**src/sv/lru_page_buffer_pool_defines.svh**
```systemverilog
// Assertion macros for the page buffer pool.
// Used by the top level only.
`ifndef LRU_PAGE_BUFFER_POOL_DEFINES_SVH
`define LRU_PAGE_BUFFER_POOL_DEFINES_SVH
`define LPBP_ASSERT_IMPL(lbl, clk, rst, ante, cons) \
   lbl: assert property (@(posedge clk) disable iff (rst) (ante) |-> (cons)) \
      else $error("lpbp check failed");
`define LPBP_ASSERT_NEXT(lbl, clk, rst, ante, cons) \
   lbl: assert property (@(posedge clk) disable iff (rst) (ante) |=> (cons)) \
      else $error("lpbp check failed");
`endif

```
**src/sv/lpbp_ram.sv**
```systemverilog
// Generic single-port-write, one-read RAM with registered read.
// No dependencies.
module lpbp_ram #(
   parameter int Width = 8,
   parameter int Depth = 16
) (
   input  logic                     clock,
   input  logic                     wr_en,
   input  logic [$clog2(Depth)-1:0] wr_addr,
   input  logic [Width-1:0]         wr_data,
   input  logic [$clog2(Depth)-1:0] rd_addr,
   output logic [Width-1:0]         rd_data
);
   logic [Width-1:0] mem [Depth];
   always_ff @(posedge clock) begin
      if (wr_en) mem[wr_addr] <= wr_data;
      rd_data <= mem[rd_addr];
   end
endmodule

```
**config.mk**
```make
export PLATFORM = sky130hd
export DESIGN_NAME = lpbp_ram
export DESIGN_NICKNAME = d
export VERILOG_FILES = /design/src/sv/lru_page_buffer_pool_defines.svh /design/src/sv/lpbp_ram.sv
export SDC_FILE = /design/constraint.sdc
export NUM_CORES = 1
export LEC_CHECK = 0
export ABC_AREA = 0
export BUFFER_PORTS_ARGS = -buffer_cell sky130_fd_sc_hd__buf_2
export CAP_MARGIN = 25
export CORE_MARGIN = 3
export CORE_UTILIZATION = 65
export DETAILED_ROUTE_END_ITERATION = 8
export PLACE_DENSITY = 0.92
export SLEW_MARGIN = 5
export SYNTH_ARGS = -nofsm -noshare
export SYNTH_HDL_FRONTEND = slang
export SYNTH_SLANG_ARGS = --single-unit
```
**constraint.sdc**
```tcl
create_clock -name clock -period 3.81 [get_ports clock]
set_input_delay 0.381 -clock clock [delete_from_list [all_inputs] [get_ports clock]]
set_output_delay 0.381 -clock clock [all_outputs]
set_load 0.005 [all_outputs]
```
==> out/metrics.cfg, run 1 <==
[outcome]
status = complete, no violations

[sta]
tightest_slew_ps = 964
fin_ws_ps = 2210
maxSlewViolCount = 0
rsz0062_at_grt = no
finalCritPeriodShare_pct = 42.0
max_freq_ghz = 0.625
period_needed_ps = 1600
fin_skew_ps = 5.73
fin_setup_tns_ps = 0
finalSetupViolCount = 0
finalHoldViolCount = 0
slew_headroom_pct = 35.5

[power]
swShare_pct = 19.1
power.total_uw = 3620
power.density_nw_per_um2 = 603
p_sw_uw = 693
internal_power_uw = 2930
pwr-share-clk_pct = 49.3
vdd_drop_max_v = 0.000517
p_comb_share_pct = 4.1
seqPwrFrac_pct = 46.6
p_leak_uw = 0.00204

[place]
dp_slack_ps = 1470
portBuffers = 25
dp_hpwl_um = 5630
globalplace.congestion = 0.764

[setup_path]
cp.required_ps = 3950
setup.worst_path.class = input port to flip-flop
arrival_ps = 1740
crit_fanout = 8
start_kind = input port
end_kind = flip-flop

[synth]
synth_edf_count = 128
synthFlopType = edfxtp_1
synth_area_um2 = 5150
synth_cell_types = 19
synth_top_cell_area_share_pct = 74.7
yosys_warnings = 0
syn-num-nets = 247
syn-mean-instance-area_um2 = 22.5
synth_cells = 229
async_flop_share_pct = 0
ys_ff_latch = 136
synth_common_cells = 128 x edfxtp_1, 18 x mux4_2, 16 x a22oi_1, 14 x mux4_1, 13 x nor2_1
synth.top_cells.by_area = edfxtp_1 75%, mux4_2 7.9%, mux4_1 7.1%
yosysMostFrequentCell = edfxtp_1
ys_seq_area_share_pct = 77.8
yosys.area.top_type = edfxtp_1

[clocking]
hold_buffers = 0
clock_sinks = 136
htree_levels = 4
cts_buffers = 17
post_cts_buffers = 0
cts.repair.resized = 0
cts_tree = done
clk_pin_slew_ps = 60
ctsRootBufferMaster = clkbuf_8
clk_latency_ps = 520
cts_buffer_depth = 2

[finish]
drive_gt1_share_pct = 27.4
fin_nets = 286
final_core_util_pct = 80.6
antenna_cells = 0
syn2layout_area_growth_pct = 16.7

[floorplanning]
start_util_pct = 69.1
die_h_um = 95.0
dieWidth_um = 95.0
ios = 26
die_area_um2 = 9020
coreArea_um2 = 7450
rows = 31

[global_routing]
grt_pass1_wl_um = 15700
overflow = 0
grt_use_total_pct = 26.3
grt_max_degree = 33
antenna_found_initial = 0
grt_pass1_vias = 2566

[drt]
vias_per_cell = 6.79
dr.pass1.iters = 5
drc = 0
vias = 2579
routedWlPerCell_um = 27.7
postRouteAntennaNets = 0
totalWireLength_um = 10500
drt_first_iter_violations = 226

[worst_hold_path]
hold_path.class = input port to flip-flop

[job]
drv_cap = 0

-- worst max-delay path, stage by stage --
cell and delay [ps]:
buf_2 120, or3b_2 530, nor2_1 710
-- per-stage QoR --
| stage | cell area [um2] | cells | hold WS, ps |
|---|---|---|---|
| global placement | 5330 | 346 | 651 |
| CTS | 5990 | 379 | 227 |
| global route | 6010 | 380 | 232 |
| floorplan | 5150 | 229 | 480 |
| finish | 6010 | 380 | 247 |
| detailed placement | 5340 | 347 | 668 |
-- area by class of cell --
class | count | area (um2)
Fill cell | 357 | 1440
Clock inverter | 13 | 226
Multi-Input combinational cell | 83 | 1060
Clock buffer | 19 | 422
Sequential cell | 136 | 4000
Timing Repair Buffer | 30 | 173
Tap cell | 99 | 124
-- power by group through the flow --
| stage | registers (uW) | logic (uW) | clock network [uW] |
|---|---|---|---|
| after CTS | 1690 | 147 | 1800 |
| after detailed placement | 1720 | 141 | 0 |
| final | 1690 | 148 | 1790 |
| after global placement | 1710 | 136 | 0 |
| after floorplan | 1710 | 84.9 | 0 |
| after global routing | 1690 | 161 | 1860 |
-- cell usage in the layout, fill, tap and decap left out, types with 2 or more instances in the layout --
| cell type | Yosys | final |
|---|---|---|
| bufinv_16 | 0 | 6 |
| nand2b_1 | 2 | 2 |
| buf_4 | 1 | 3 |
| clkbuf_16 | 0 | 16 |
| dfxtp_1 | 8 | 8 |
| a22oi_1 | 16 | 16 |
| buf_2 | 3 | 26 |
| mux4_2 | 18 | 18 |
| mux4_1 | 14 | 14 |
| nor3_1 | 4 | 4 |
| clkinv_4 | 0 | 3 |
| clkinv_1 | 0 | 2 |
| nor2_1 | 13 | 13 |
| clkbuf_1 | 0 | 2 |
| edfxtp_1 | 128 | 128 |
| nand2_1 | 9 | 9 |
| nand3b_1 | 2 | 2 |
-- sequential cells by signal, summed over array words and instances (netlist names) --
register	cells
mem	128
rd_data	8
-- kinds of logic (layout without fill, tap and decap cells) --
family	after synthesis	after routing	synth area share [%]
compound gates	16	16	2.33
buf+inv	10	62	1.68
flops	136	136	77.8
mux	32	32	15.0
simple gates	35	35	3.18
-- per-layer routing --
metal	up-vias	GRT usage (%)	wire length [um]
met1	1334	37.0	4130
met5	-	0	0
met4	0	13.9	323
met3	27	6.85	880
li1	1059	-	-
met2	159	38.6	5200
-- path summary, 6_finish.rpt --
kind	start	to	slack, ps	cells past startpoint
worst max-delay path	wr_addr[2]	mem[2][4]	2210	3
worst min-delay path	wr_data[5]	mem[4][5]	250	1
worst max register to register	mem[5][1]	rd_data[1]	2340	3
worst min register to register	mem[12][7]	rd_data[7]	670	3
No activity file was read; power rests on OpenSTA's default activity.
==> inputs of run 2 (changes only) <==
ABC_AREA = 1   (was 0)
CORE_UTILIZATION = 55   (was 65)
PLACE_DENSITY = 0.83   (was 0.92)
clock period = 1.3 ns   (was 3.81 ns; I/O delays follow)
==> run 2 against run 1 <==
Net effect: combinational power grew to 4.2 times the previous value; synthesized area up 12%; worst setup slack worse by 2100 ps; global-route usage fell by 1.9 points; critical endpoint is now rd_data[4]; register-to-register slack got worse by 2100 ps.
==> out/metrics.cfg, run 2 <==
[sta]
finalCritPeriodShare_pct = 89.9
fin_skew_ps = 7.38  ; was 5.73 ps
fin_setup_tns_ps = 0  ; unchanged
max_freq_ghz = 0.856
slew_headroom_pct = 76.7  ; was 35.5%
finalSetupViolCount = 0  ; unchanged
tightest_slew_ps = 349  ; was 964 ps
finalHoldViolCount = 0  ; unchanged
maxSlewViolCount = 0  ; unchanged
rsz0062_at_grt = no  ; unchanged
hold_slack_ps = 21.6  ; was 247 ps
period_needed_ps = 1170

[global_routing]
grt_pass1_vias = 4021  ; was 2566
grt_pass1_wl_um = 20600  ; was 15700 um
overflow = 0  ; unchanged
grt_use_total_pct = 24.4  ; was 26.3%
antenna_found_initial = 0  ; unchanged
grt_max_degree = 42  ; was 33

[synth]
synth_top_cell_area_share_pct = 66.7  ; was 74.7%
synth.top_cells.by_area = edfxtp_1 67%, nand2_1 11%, nand3_1 8.4%  ; was edfxtp_1 75%, mux4_2 7.9%, mux4_1 7.1%
synthFlopType = edfxtp_1  ; unchanged
yosys_warnings = 0  ; unchanged
synth_cells = 551  ; was 229
ys_seq_area_share_pct = 69.4  ; was 77.8%
yosys.area.top_type = edfxtp_1  ; unchanged
syn-num-nets = 569  ; was 247
syn-mean-instance-area_um2 = 10.5  ; was 22.5 um2
synth_common_cells = 173 x nand2_1, 128 x edfxtp_1, 100 x inv_1, 97 x nand3_1, 17 x nor2_1  ; was 128 x edfxtp_1, 18 x mux4_2, 16 x a22oi_1, 14 x mux4_1, 13 x nor2_1
ys_ff_latch = 136  ; unchanged
synth_cell_types = 12  ; was 19
synth_edf_count = 128  ; unchanged
yosysMostFrequentCell = nand2_1  ; was edfxtp_1
async_flop_share_pct = 0  ; unchanged
synth_area_um2 = 5770  ; was 5150 um2

[power]
p_leak_uw = 0.00295  ; was 0.00204 uW
power.total_uw = 10200  ; was 3620 uW
power.density_nw_per_um2 = 1510  ; was 603 nW/um2
vdd_drop_max_v = 0.000853  ; was 0.000517 V

[floorplanning]
rows = 36  ; was 31
dieWidth_um = 108  ; was 95.0 um
coreArea_um2 = 10000  ; was 7450 um2
start_util_pct = 57.7  ; was 69.1%
die_area_um2 = 11700  ; was 9020 um2
die_h_um = 108  ; was 95.0 um
ios = 26  ; unchanged

[place]
placed_area_um2 = 6140  ; was 5340 um2
dp_hpwl_um = 8030  ; was 5630 um
portBuffers = 25  ; unchanged
globalplace.congestion = 0.900  ; was 0.764

[setup_path]
cpPeakStageDelay_ps = 380  ; was 710 ps
cp.required_ps = 1170  ; was 3950 ps
arrival_ps = 1040  ; was 1740 ps
cp_top_family = flip-flops  ; was simple AND/OR/NAND/NOR gates
crit_fanout = 1  ; was 8
path_buf_inv = 1  ; unchanged
cp_cell_sequence = buf_2  ; was buf_2 -> or3b_2 -> nor2_1
start_kind = flip-flop  ; was input port
end_kind = output pin  ; was flip-flop
setup.worst_path.class = flip-flop to output pin  ; was input port to flip-flop
critPathSlowestCell = dfxtp_1  ; was nor2_1

[drt]
dr.pass1.iters = 4  ; was 5
drt_first_iter_violations = 389  ; was 226
vias = 4039  ; was 2579
postRouteAntennaNets = 0  ; unchanged
totalWireLength_um = 13100  ; was 10500 um
vias_per_cell = 5.41  ; was 6.79
drc = 0  ; unchanged
routedWlPerCell_um = 17.5  ; was 27.7 um

[worst_hold_path]
hold_path.class = input port to flip-flop  ; unchanged

[clocking]
cts_buffer_depth = 2  ; unchanged
clk_latency_ps = 520  ; about the same
post_cts_buffers = 0  ; unchanged
clk_pin_slew_ps = 60  ; about the same
cts_tree = done  ; unchanged
cts_buffers = 17  ; unchanged
cts.repair.resized = 0  ; unchanged
clock_sinks = 136  ; unchanged
ctsRootBufferMaster = clkbuf_8  ; unchanged
htree_levels = 4  ; unchanged

[finish]
final_core_util_pct = 67.4  ; was 80.6%
syn2layout_area_growth_pct = 16.9  ; was 16.7%
largestRegisters = mem: 128 flops, rd_data: 8 flops  ; unchanged
final_cell_mix = 173 x nand2_1, 128 x edfxtp_1, 100 x inv_1  ; was 128 x edfxtp_1, 26 x buf_2, 18 x mux4_2
layout_commonest_cell = nand2_1  ; was edfxtp_1
drive_gt1_share_pct = 14.2  ; was 27.4%
nFillCells = 704  ; was 357
multi_input_area_um2 = 1210  ; was 1060 um2
regMostFlops = mem  ; unchanged
largest_reg_flops = 128  ; unchanged
antenna_cells = 0  ; unchanged
regArea_um2 = 4000  ; unchanged
fin_nets = 619  ; was 286
final_area_um2 = 6740  ; was 6010 um2

[outcome]
status = complete, no violations  ; unchanged

[job]
drv_cap = 0  ; unchanged

==> run 2: cell families (layout without fill, tap and decap cells) <==
| family | after synthesis | count (layout) | synth area share [%] |
|---|---|---|---|
| AND/OR/NAND/NOR | 289 | 289 | 21.0 |
| flip-flops | 136 | 136 | 69.4 |
| buffers and inverters | 126 | 189 | 9.52 |
==> run 2: final cells by class <==
type                    count  share of cell area, %
multi-input cells         289                   18.0
inverters                 102                   5.68
well taps                 133                   2.47
flip-flops and latches    136                   59.4
clock inverters            15                   2.47
clock buffers              17                   6.14
repair buffers             55                   5.83
==> run 2: final timing paths <==
path                   start          to  slack (ps)  depth (start not counted)
setup reg to reg   mem[1][7]  rd_data[7]         240                          6
setup / recovery  rd_data[4]  rd_data[4]         130                          1
hold reg to reg    mem[2][3]  rd_data[3]         680                          6
hold / removal    wr_data[4]   mem[6][4]          20                          1
==> run 2: timing repair <==
| item | in CTS | in global routing |
|---|---|---|
| hold buffers | 2 | 0 |
| hold endpoints to repair | 24 | 0 |
| endpoints found under the setup margin | 0 | 0 |
==> run 2: per-layer routing <==
metal  GRT usage, %  part of all wire [%]  vias up
li1               -                     -     1882
met1           30.6                    37     1898
met2           39.0                    50      214
met3           5.61                   9.2       45
met4           14.1                   3.9        0
met5              0                     0        -
==> run 2: per-stage QoR <==
step                instances  worst slack [ps]
global route              747               104
CTS                       747               127
finish                    747               132
detailed placement        713              87.4
global placement          713               145
floorplan                 551               219
==> run 2: where the power goes <==
| part | switching, uW | internal (uW) |
|---|---|---|
| clock network | 1880 | 2760 |
| registers | 33.2 | 4900 |
| logic | 425 | 201 |
| total | 2340 | 7860 |
